### src/design/clle_pkg.sv
// Shared types and codes for the circular linked list engine.
// Holds operation kinds, status codes and the controller/datapath link structs.
// No dependencies.
`timescale 1ns / 1ps
`default_nettype none

package clle_pkg;

    typedef logic [2:0] t_kind;
    typedef logic [1:0] t_status;

    localparam t_kind KIND_INS_FIRST = 3'd0;
    localparam t_kind KIND_INS_LAST  = 3'd1;
    localparam t_kind KIND_DEL_FIRST = 3'd2;
    localparam t_kind KIND_DEL_LAST  = 3'd3;
    localparam t_kind KIND_INS_AT    = 3'd4;
    localparam t_kind KIND_DEL_AT    = 3'd5;
    localparam t_kind KIND_DUMP      = 3'd6;

    localparam t_status ST_DONE   = 2'd0;
    localparam t_status ST_EMPTY  = 2'd1;
    localparam t_status ST_FULL   = 2'd2;
    localparam t_status ST_BADPOS = 2'd3;

    typedef struct packed {
        logic take;
        logic set_status;
        logic rd_cur;
        logic rd_link;
        logic step;
        logic ins_w1;
        logic ins_w2;
        logic del_w;
        logic dump_ld;
        logic resp_ld;
    } t_cmd;

    typedef struct packed {
        logic is_insert;
        logic is_delete;
        logic is_dump;
        logic code_ok;
        logic count_zero;
        logic steps_zero;
        logic steps_one;
        logic dump_last;
        logic out_free;
    } t_stat;

endpackage

`default_nettype wire

### src/design/clle_ram.sv
// Generic single-write, single-read RAM with registered read data.
// Used for the node value and node link stores. No dependencies.
`timescale 1ns / 1ps
`default_nettype none

module clle_ram #(
    parameter int WIDTH = 32,
    parameter int DEPTH = 32
) (
    input  wire logic                     i_clk,
    input  wire logic                     i_we,
    input  wire logic [$clog2(DEPTH)-1:0] i_waddr,
    input  wire logic [WIDTH-1:0]         i_wdata,
    input  wire logic                     i_re,
    input  wire logic [$clog2(DEPTH)-1:0] i_raddr,
    output logic      [WIDTH-1:0]         o_rdata
);

    logic [WIDTH-1:0] r_mem [DEPTH];
    logic [WIDTH-1:0] r_rdata;

    always_ff @(posedge i_clk) begin
        if (i_we) begin
            r_mem[i_waddr] <= i_wdata;
        end
        if (i_re) begin
            r_rdata <= r_mem[i_raddr];
        end
    end

    assign o_rdata = r_rdata;

endmodule

`default_nettype wire

### src/design/clle_ctrl.sv
// Controller state machine for the circular linked list engine.
// Sequences decode, link walks, store writes and result loads; uses clle_pkg.
`timescale 1ns / 1ps
`default_nettype none

module clle_ctrl (
    input  wire logic           i_clk,
    input  wire logic           i_rst_n,
    input  wire logic           i_valid,
    output logic                o_ready,
    input  wire clle_pkg::t_stat i_stat,
    output clle_pkg::t_cmd      o_cmd
);
    import clle_pkg::*;

    typedef enum logic [3:0] {
        S_IDLE,
        S_DECODE,
        S_LINK_RD,
        S_LINK,
        S_INS_W1,
        S_INS_W2,
        S_DEL_W,
        S_DUMP_RD,
        S_DUMP_LD,
        S_RESP
    } t_state;

    t_state r_state, n_state;
    logic   r_ready, n_ready;
    t_cmd   w_cmd;

    always_comb begin
        w_cmd   = '0;
        n_state = r_state;
        case (r_state)
            S_IDLE: begin
                if (i_valid && r_ready) begin
                    w_cmd.take = 1'b1;
                    n_state    = S_DECODE;
                end
            end
            S_DECODE: begin
                w_cmd.set_status = 1'b1;
                if (!i_stat.code_ok || (i_stat.is_dump && i_stat.count_zero) ||
                    (!i_stat.is_insert && !i_stat.is_delete && !i_stat.is_dump)) begin
                    n_state = S_RESP;
                end else if (i_stat.is_dump) begin
                    n_state = S_DUMP_RD;
                end else if (i_stat.is_insert && i_stat.steps_zero) begin
                    n_state = S_INS_W1;
                end else begin
                    n_state = S_LINK_RD;
                end
            end
            S_LINK_RD: begin
                w_cmd.rd_cur = 1'b1;
                n_state      = S_LINK;
            end
            S_LINK: begin
                w_cmd.step = 1'b1;
                if (i_stat.steps_one) begin
                    n_state = i_stat.is_insert ? S_INS_W1 : S_DEL_W;
                end else begin
                    w_cmd.rd_link = 1'b1;
                end
            end
            S_INS_W1: begin
                w_cmd.ins_w1 = 1'b1;
                n_state      = S_INS_W2;
            end
            S_INS_W2: begin
                w_cmd.ins_w2 = 1'b1;
                n_state      = S_RESP;
            end
            S_DEL_W: begin
                w_cmd.del_w = 1'b1;
                n_state     = S_RESP;
            end
            S_DUMP_RD: begin
                w_cmd.rd_cur = 1'b1;
                n_state      = S_DUMP_LD;
            end
            S_DUMP_LD: begin
                if (i_stat.out_free) begin
                    w_cmd.dump_ld = 1'b1;
                    if (i_stat.dump_last) begin
                        n_state = S_IDLE;
                    end else begin
                        w_cmd.rd_link = 1'b1;
                    end
                end
            end
            S_RESP: begin
                if (i_stat.out_free) begin
                    w_cmd.resp_ld = 1'b1;
                    n_state       = S_IDLE;
                end
            end
            default: begin
                n_state = S_IDLE;
            end
        endcase
        n_ready = (n_state == S_IDLE);
    end

    always_ff @(posedge i_clk) begin
        if (!i_rst_n) begin
            r_state <= S_IDLE;
            r_ready <= 1'b0;
        end else begin
            r_state <= n_state;
            r_ready <= n_ready;
        end
    end

    assign o_ready = r_ready;
    assign o_cmd   = w_cmd;

endmodule

`default_nettype wire

### src/design/clle_datapath.sv
// Datapath for the circular linked list engine: pointers, count, free map,
// node stores, free-node finder and result register. Uses clle_pkg, clle_ram.
`timescale 1ns / 1ps
`default_nettype none

module clle_datapath #(
    parameter int DEPTH      = 32,
    parameter int DATA_WIDTH = 32
) (
    input  wire logic                           i_clk,
    input  wire logic                           i_rst_n,
    input  wire clle_pkg::t_cmd                 i_cmd,
    output clle_pkg::t_stat                     o_stat,
    input  wire clle_pkg::t_kind                i_kind,
    input  wire logic [DATA_WIDTH-1:0]          i_value,
    input  wire logic [$clog2(DEPTH+1)-1:0]     i_position,
    output logic                                o_valid,
    input  wire logic                           i_ready,
    output logic      [DATA_WIDTH-1:0]          o_value_out,
    output logic      [$clog2(DEPTH+1)-1:0]     o_index_out,
    output logic      [$clog2(DEPTH+1)-1:0]     o_count_out,
    output clle_pkg::t_status                   o_status,
    output logic                                o_is_element,
    output logic                                o_last
);
    import clle_pkg::*;

    localparam int AW = $clog2(DEPTH);
    localparam int CW = $clog2(DEPTH + 1);
    localparam int G  = (DEPTH + 7) / 8;

    t_kind                 r_kind;
    logic [DATA_WIDTH-1:0] r_value;
    logic [CW-1:0]         r_pos;
    logic [CW-1:0]         r_steps;
    logic [CW-1:0]         r_idx;
    logic [AW-1:0]         r_cur;
    logic [AW-1:0]         r_prev;
    logic [AW-1:0]         r_pprev;
    t_status               r_status;
    logic [AW-1:0]         r_head;
    logic [AW-1:0]         r_tail;
    logic [CW-1:0]         r_count;
    logic [DEPTH-1:0]      r_free;
    logic                  r_grp_any [G];
    logic [2:0]            r_grp_idx [G];
    logic                  r_out_valid;
    logic [DATA_WIDTH-1:0] r_out_value;
    logic [CW-1:0]         r_out_index;
    logic [CW-1:0]         r_out_count;
    t_status               r_out_status;
    logic                  r_out_elem;
    logic                  r_out_last;

    logic [G*8-1:0]        w_free_pad;
    logic                  w_grp_any [G];
    logic [2:0]            w_grp_idx [G];
    logic [AW-1:0]         w_new;
    logic [CW-1:0]         w_take_pos;
    logic [CW-1:0]         w_take_steps;
    logic                  w_is_ins;
    logic                  w_is_del;
    logic                  w_is_dump;
    logic                  w_pos_one;
    logic                  w_count_zero;
    logic                  w_out_free;
    t_status               w_code;
    logic [CW:0]           w_pos_x;
    logic [CW:0]           w_cnt_x;
    logic [AW-1:0]         w_nxt_q;
    logic [DATA_WIDTH-1:0] w_val_q;
    logic                  w_re;
    logic [AW-1:0]         w_raddr;
    logic                  w_nxt_we;
    logic [AW-1:0]         w_nxt_waddr;
    logic [AW-1:0]         w_nxt_wdata;

    // free-node finder, stage one: lowest free node within each group of eight
    assign w_free_pad = (G*8)'(r_free);

    always_comb begin
        for (int g = 0; g < G; g++) begin
            w_grp_any[g] = |w_free_pad[g*8 +: 8];
            w_grp_idx[g] = 3'd0;
            for (int j = 7; j >= 0; j--) begin
                if (w_free_pad[g*8 + j]) begin
                    w_grp_idx[g] = 3'(j);
                end
            end
        end
    end

    always_ff @(posedge i_clk) begin
        for (int g = 0; g < G; g++) begin
            r_grp_any[g] <= w_grp_any[g];
            r_grp_idx[g] <= w_grp_idx[g];
        end
    end

    always_comb begin
        w_new = '0;
        for (int g = G - 1; g >= 0; g--) begin
            if (r_grp_any[g]) begin
                w_new = AW'(g * 8 + int'(r_grp_idx[g]));
            end
        end
    end

    always_comb begin
        case (i_kind)
            KIND_INS_FIRST, KIND_DEL_FIRST: w_take_pos = CW'(1);
            KIND_INS_LAST:                  w_take_pos = r_count + CW'(1);
            KIND_DEL_LAST:                  w_take_pos = r_count;
            default:                        w_take_pos = i_position;
        endcase
        if (i_kind inside {KIND_INS_FIRST, KIND_INS_LAST, KIND_INS_AT}) begin
            w_take_steps = w_take_pos - CW'(1);
        end else begin
            w_take_steps = w_take_pos;
        end
    end

    assign w_is_ins     = r_kind inside {KIND_INS_FIRST, KIND_INS_LAST, KIND_INS_AT};
    assign w_is_del     = r_kind inside {KIND_DEL_FIRST, KIND_DEL_LAST, KIND_DEL_AT};
    assign w_is_dump    = (r_kind == KIND_DUMP);
    assign w_pos_one    = (r_pos == CW'(1));
    assign w_count_zero = (r_count == '0);
    assign w_pos_x      = {1'b0, r_pos};
    assign w_cnt_x      = {1'b0, r_count};
    assign w_out_free   = !r_out_valid || i_ready;

    always_comb begin
        w_code = ST_DONE;
        if (w_is_ins) begin
            if (r_count == CW'(DEPTH)) begin
                w_code = ST_FULL;
            end else if (r_pos == '0 || w_pos_x > w_cnt_x + (CW+1)'(1)) begin
                w_code = ST_BADPOS;
            end
        end else if (w_is_del) begin
            if (w_count_zero) begin
                w_code = ST_EMPTY;
            end else if (r_pos == '0 || w_pos_x > w_cnt_x) begin
                w_code = ST_BADPOS;
            end
        end
    end

    assign w_re    = i_cmd.rd_cur || i_cmd.rd_link;
    assign w_raddr = i_cmd.rd_link ? w_nxt_q : r_cur;

    always_comb begin
        w_nxt_we    = i_cmd.ins_w1 || i_cmd.ins_w2 || i_cmd.del_w;
        w_nxt_waddr = w_new;
        w_nxt_wdata = w_new;
        if (i_cmd.ins_w1) begin
            w_nxt_wdata = w_count_zero ? w_new : r_cur;
        end else if (i_cmd.ins_w2) begin
            w_nxt_waddr = r_prev;
        end else if (i_cmd.del_w) begin
            w_nxt_waddr = w_pos_one ? r_tail : r_pprev;
            w_nxt_wdata = r_cur;
        end
    end

    clle_ram #(
        .WIDTH (AW),
        .DEPTH (DEPTH)
    ) u_next_ram (
        .i_clk   (i_clk),
        .i_we    (w_nxt_we),
        .i_waddr (w_nxt_waddr),
        .i_wdata (w_nxt_wdata),
        .i_re    (w_re),
        .i_raddr (w_raddr),
        .o_rdata (w_nxt_q)
    );

    clle_ram #(
        .WIDTH (DATA_WIDTH),
        .DEPTH (DEPTH)
    ) u_value_ram (
        .i_clk   (i_clk),
        .i_we    (i_cmd.ins_w1),
        .i_waddr (w_new),
        .i_wdata (r_value),
        .i_re    (w_re),
        .i_raddr (w_raddr),
        .o_rdata (w_val_q)
    );

    always_ff @(posedge i_clk) begin
        if (!i_rst_n) begin
            r_head      <= '0;
            r_tail      <= '0;
            r_count     <= '0;
            r_free      <= '1;
            r_out_valid <= 1'b0;
        end else begin
            if (i_cmd.ins_w2) begin
                r_free[w_new] <= 1'b0;
                r_count       <= r_count + CW'(1);
                if (w_count_zero) begin
                    r_head <= w_new;
                    r_tail <= w_new;
                end else if (w_pos_one) begin
                    r_head <= w_new;
                end else if (r_prev == r_tail) begin
                    r_tail <= w_new;
                end
            end
            if (i_cmd.del_w) begin
                r_free[r_prev] <= 1'b1;
                r_count        <= r_count - CW'(1);
                if (w_pos_one) begin
                    r_head <= r_cur;
                end else if (r_prev == r_tail) begin
                    r_tail <= r_pprev;
                end
            end
            if (i_cmd.dump_ld || i_cmd.resp_ld) begin
                r_out_valid <= 1'b1;
            end else if (i_ready) begin
                r_out_valid <= 1'b0;
            end
        end
    end

    always_ff @(posedge i_clk) begin
        if (i_cmd.take) begin
            r_kind  <= i_kind;
            r_value <= i_value;
            r_pos   <= w_take_pos;
            r_steps <= w_take_steps;
            r_cur   <= r_head;
            r_prev  <= r_tail;
            r_idx   <= CW'(1);
        end
        if (i_cmd.set_status) begin
            r_status <= w_code;
        end
        if (i_cmd.step) begin
            r_pprev <= r_prev;
            r_prev  <= r_cur;
            r_cur   <= w_nxt_q;
            r_steps <= r_steps - CW'(1);
        end
        if (i_cmd.dump_ld) begin
            r_out_value  <= w_val_q;
            r_out_index  <= r_idx;
            r_out_count  <= r_count;
            r_out_status <= ST_DONE;
            r_out_elem   <= 1'b1;
            r_out_last   <= (r_idx == r_count);
            r_cur        <= w_nxt_q;
            r_idx        <= r_idx + CW'(1);
        end
        if (i_cmd.resp_ld) begin
            r_out_value  <= '0;
            r_out_index  <= '0;
            r_out_count  <= r_count;
            r_out_status <= r_status;
            r_out_elem   <= 1'b0;
            r_out_last   <= 1'b1;
        end
    end

    assign o_stat.is_insert  = w_is_ins;
    assign o_stat.is_delete  = w_is_del;
    assign o_stat.is_dump    = w_is_dump;
    assign o_stat.code_ok    = (w_code == ST_DONE);
    assign o_stat.count_zero = w_count_zero;
    assign o_stat.steps_zero = (r_steps == '0);
    assign o_stat.steps_one  = (r_steps == CW'(1));
    assign o_stat.dump_last  = (r_idx == r_count);
    assign o_stat.out_free   = w_out_free;

    assign o_valid      = r_out_valid;
    assign o_value_out  = r_out_value;
    assign o_index_out  = r_out_index;
    assign o_count_out  = r_out_count;
    assign o_status     = r_out_status;
    assign o_is_element = r_out_elem;
    assign o_last       = r_out_last;

    a_count_matches_free: assert property (@(posedge i_clk) disable iff (!i_rst_n)
        $countones(~r_free) == int'(r_count))
        else $error("element count disagrees with free map");

    a_load_into_free_slot: assert property (@(posedge i_clk) disable iff (!i_rst_n)
        (i_cmd.dump_ld || i_cmd.resp_ld) |-> w_out_free)
        else $error("result register overwritten while occupied");

    a_step_budget: assert property (@(posedge i_clk) disable iff (!i_rst_n)
        i_cmd.step |-> (r_steps != '0))
        else $error("link walk stepped past its target");

    a_alloc_is_free: assert property (@(posedge i_clk) disable iff (!i_rst_n)
        i_cmd.ins_w2 |-> r_free[w_new])
        else $error("allocated node was not free");

    a_last_element_index: assert property (@(posedge i_clk) disable iff (!i_rst_n)
        (r_out_valid && r_out_elem && r_out_last) |-> (r_out_index == r_out_count))
        else $error("final dumped element index differs from count");

endmodule

`default_nettype wire

### src/design/circular_linked_list_engine_core.sv
// Top level of the circular linked list engine: controller plus datapath.
// Depends on clle_pkg, clle_ctrl, clle_datapath (and clle_ram below it).
//
// Holds an ordered list of up to DEPTH values as a circular singly linked list
// in two node stores (value and link) with a free map; new nodes take the
// lowest free node. One item at a time: o_ready is high only while the engine
// is idle, but an item is taken while the previous result still waits on the
// output register. A status-only item (rejected, kind seven, empty dump) goes
// from decode straight to the result load, an insert at position one skips the
// link walk, other inserts and all deletes walk the links first, and a dump
// holds each element until the output register is free. Walks follow one link
// per cycle through the link store's single read port. No clearing pass is
// needed after reset.
`timescale 1ns / 1ps
`default_nettype none

module circular_linked_list_engine_core #(
    parameter int DEPTH      = 32,
    parameter int DATA_WIDTH = 32
) (
    input  wire logic                       i_clk,
    input  wire logic                       i_rst_n,
    input  wire logic                       i_valid,
    output logic                            o_ready,
    input  wire clle_pkg::t_kind            i_kind,
    input  wire logic [DATA_WIDTH-1:0]      i_value,
    input  wire logic [$clog2(DEPTH+1)-1:0] i_position,
    output logic                            o_valid,
    input  wire logic                       i_ready,
    output logic      [DATA_WIDTH-1:0]      o_value_out,
    output logic      [$clog2(DEPTH+1)-1:0] o_index_out,
    output logic      [$clog2(DEPTH+1)-1:0] o_count_out,
    output clle_pkg::t_status               o_status,
    output logic                            o_is_element,
    output logic                            o_last
);
    import clle_pkg::*;

    t_cmd  w_cmd;
    t_stat w_stat;

    clle_ctrl u_ctrl (
        .i_clk   (i_clk),
        .i_rst_n (i_rst_n),
        .i_valid (i_valid),
        .o_ready (o_ready),
        .i_stat  (w_stat),
        .o_cmd   (w_cmd)
    );

    clle_datapath #(
        .DEPTH      (DEPTH),
        .DATA_WIDTH (DATA_WIDTH)
    ) u_datapath (
        .i_clk        (i_clk),
        .i_rst_n      (i_rst_n),
        .i_cmd        (w_cmd),
        .o_stat       (w_stat),
        .i_kind       (i_kind),
        .i_value      (i_value),
        .i_position   (i_position),
        .o_valid      (o_valid),
        .i_ready      (i_ready),
        .o_value_out  (o_value_out),
        .o_index_out  (o_index_out),
        .o_count_out  (o_count_out),
        .o_status     (o_status),
        .o_is_element (o_is_element),
        .o_last       (o_last)
    );

endmodule

`default_nettype wire
### config.mk
export PLATFORM = sky130hd
export DESIGN_NAME = circular_linked_list_engine_core
export DESIGN_NICKNAME = d
export VERILOG_FILES = /design/src/design/clle_pkg.sv /design/src/design/clle_ram.sv /design/src/design/clle_ctrl.sv /design/src/design/clle_datapath.sv /design/src/design/circular_linked_list_engine_core.sv
export SDC_FILE = /design/constraint.sdc
export NUM_CORES = 2
export LEC_CHECK = 0
export BUFFER_PORTS_ARGS = -buffer_cell sky130_fd_sc_hd__buf_2
export CAP_MARGIN = 40
export CORE_ASPECT_RATIO = 0.7
export CORE_MARGIN = 2
export CORE_UTILIZATION = 60
export DETAILED_ROUTE_END_ITERATION = 8
export GPL_TIMING_DRIVEN = 1
export PLACE_DENSITY = 0.77
export SETUP_SLACK_MARGIN = 0.05
export SKIP_LAST_GASP = 1
export SLEW_MARGIN = 20
export SYNTH_ARGS = -nofsm -noshare
export SYNTH_HDL_FRONTEND = slang
export SYNTH_SLANG_ARGS = --single-unit
### constraint.sdc
create_clock -name i_clk -period 4.7 [get_ports i_clk]
set_input_delay 1.41 -clock i_clk [delete_from_list [all_inputs] [get_ports i_clk]]
set_output_delay 1.41 -clock i_clk [all_outputs]
set_load 0.1 [all_outputs]
==> summary.txt <==
Outcome
  • Status: finished clean

Timing
  • Final hold slack: 451 ps
  • Setup slack after layout: 692 ps
  • Setup violations, final: 0
  • Fin crit share: 85.3%
  • Hold Vio Cnt, Final: 0
  • Final setup TNS: 0 ps
  • Worst-margin pin slew: 834 ps
  • Final Skew: 25.5 ps
  • RSZ-0062 raised after global routing: no
  • Fmax achieved: 249 MHz
  • Slew Viols, Final: 0
  • Slew margin rel.: 43.9%
  • Fin crit period: 4010 ps

Clock network
  • Post-CTS sizing: 0
  • Post-CTS setup buffers: 0
  • H-tree levels: 3
  • CTS tree: done
  • Worst-path clk slew: 70 ps
  • CTS root buffer: clkbuf_16
  • CTS Hold Bufs: 0
  • Clk buf depth: 3
  • Num CTS Buffers: 121
  • Clock sinks: 1409
  • Worst skew pair latency: 740 ps

Layout
  • Area Growth Syn to Fin: 13.3%
  • Fin util: 68.5%
  • ANT cells: 0
  • Share of layout cells above drive strength 1: 12.2%
  • Final net count: 4203
  • Most frequent cells in the layout: edfxtp_1, nand2_1, a21oi_1
  • Commonest non-fill, non-tap cell in the layout: edfxtp_1

Routing
  • Final ANT Viol Nets: 0
  • Via/cell ratio: 6.53
  • DR pass1 iterations: 7
  • Routed wire length per instance: 27.5 um
  • Routed wire length: 151000 um
  • DRT iter0 DRCs: 5873
  • Vias: 35700
  • Drc violations: 0

Die
  • Die Wd: 368 um
  • Initial Util: 60.4%
  • Rows: 93
  • Core area: 91900 um2
  • Ports: 95
  • Die Ht: 259 um
  • DIE AREA: 95100 um2

Worst setup path
  • Crit path kind: reg2reg
  • CP startpoint kind: register
  • Worst-path maximum fanout: 35
  • CP arrival: 4470 ps
  • Worst Path Required: 5160 ps
  • Worst setup EP type: register

Global routing
  • Initial antenna violation count: 1
  • Largest net degree at the start of global routing: 70
  • Number of global-route vias before repair: 33600
  • Grt ovf: 0
  • GRT Overall Usage: 31.3%
  • First-pass GRT wire length: 219000 um

Synthesis
  • Yosys warning count: 0
  • Area share of the largest cell type after synthesis: 70.2%
  • Netlist cell types: 72
  • Syn_nets: 4033
  • Avg Cell Area, Syn: 14.0 um2
  • Post-synth top flop: edfxtp_1
  • Register area share after synthesis: 74.2%
  • Cells after Synth: 3971
  • Synth area leaders: edfxtp_1, nand2_1, mux2i_1, dfxtp_1, a21oi_1
  • Async set-or-reset flop fraction in the synthesized netlist: 0%
  • Synthesized area: 55600 um2
  • Post-synth top area cell: edfxtp_1
  • Post-synth EDFFs: 1299
  • Register bit total from synthesis: 1409

Placed design
  • Pre-CTS setup slack: 105 ps
  • Number of buffers added on ports: 94
  • Detail Placement HPWL: 88800 um
  • GPL Wtd Cong: 0.891

Power and ir drop
  • Max IR drop VDD: 481 uV
  • PwrDens: 587 nW/um2
  • LEAKAGE: 21.5 nW
  • Power consumption: 36.9 mW

Run
  • Max-Cap Viols: 0

Hold path
  • Worst Hold Class: reg2reg
-- worst paths after layout --
check                                                            start  slack, ps                                            to  cells past startpoint
worst max-delay path                      u_ctrl.r_state[2]$_SDFF_PN0_        690  u_datapath.u_value_ram.o_rdata[20]$_DFFE_PP_                     11
worst min register to register  u_datapath.o_index_out[5]$_SDFFE_PP0P_        450        u_datapath.o_index_out[5]$_SDFFE_PP0P_                      2
worst min-delay path            u_datapath.o_index_out[5]$_SDFFE_PP0P_        450        u_datapath.o_index_out[5]$_SDFFE_PP0P_                      2
worst max register to register            u_ctrl.r_state[2]$_SDFF_PN0_        690  u_datapath.u_value_ram.o_rdata[20]$_DFFE_PP_                     11
-- cell usage after synthesis, types with 17 or more instances --
cell type and instances:
inv_1 27, xnor2_1 20, clkbuf_1 137, ha_1 17
buf_2 59, o211ai_1 34, dfxtp_1 110, nor4_1 48
nor3_1 30, nor2b_1 36, a21oi_1 387, o21ai_0 66
o22ai_1 75, a22oi_1 38, mux2i_1 231, a211oi_1 39
o2111ai_1 37, buf_4 19, nand3_1 173, edfxtp_1 1299
nor2_1 132, nand2_1 727, a221oi_1 74
-- routing by layer --
layer / track usage [%] / wire (um)
met5: 0 / 0
met4: 9.65 / 4300
met3: 8.61 / 21400
met2: 45.3 / 66000
met1: 46.7 / 59000
-- cells by family after synthesis --
family                   count (synthesis)  share of synthesized area (%)
adder cells (fa/ha/maj)                 18                          0.401
AND/OR/NAND/NOR                       1204                           9.32
flip-flops                            1409                           74.2
multiplexers                           241                           4.37
AO/OA/AOI/OAI                          803                           9.01
XOR/XNOR                                35                          0.552
buffers and inverters                  261                           2.17
-- layout make-up --
type                    instances  area [um2]
clock inverters                67         562
fillers                      6004       29000
well taps                    1235        1550
multi-input cells            2301       13600
clock buffers                 154        3190
flip-flops and latches       1409       41200
inverters                      28         105
repair buffers                280        2780
-- flip-flops by register name (all words and copies together) (netlist names), 6 cells and up --
name and count:
u_datapath.u_value_ram.r_mem 1024, u_datapath.u_next_ram.r_mem 160, u_datapath.o_value_out 32, u_datapath.r_free 32
u_datapath.r_value 32, u_datapath.u_value_ram.o_rdata 32, u_datapath.r_grp_idx 12, u_datapath.o_count_out 6
u_datapath.o_index_out 6, u_datapath.r_count 6, u_datapath.r_idx 6, u_datapath.r_pos 6
u_datapath.r_steps 6
-- where the power goes --
| part | leakage, nW | switching [mW] | internal (mW) |
|---|---|---|---|
| sequential | 12.7 | 0.612 | 14.7 |
| clock | 1.84 | 4.49 | 5.19 |
| combinational | 7.03 | 8.25 | 3.68 |
-- through the flow --
stage | cells | instance area, um2
2_1_floorplan | 3971 | 55600
3_3_place_gp | 5214 | 58600
3_5_place_dp | 5237 | 58900
4_1_cts | 5458 | 62700
5_1_grt | 5474 | 63000
6_report | 5474 | 63000
-- critical path, cell delays in order, from the launching register on --
cell and delay (ps):
dfxtp_1 480, nand4bb_1 200, buf_4 220, a31o_1 310, o211a_1 290, mux2i_4 410
buf_12 280, buf_12 290, mux2i_1 260, o22ai_1 110, nor4_1 650, nand3_1 170
Power figures use the tool's default switching activity.
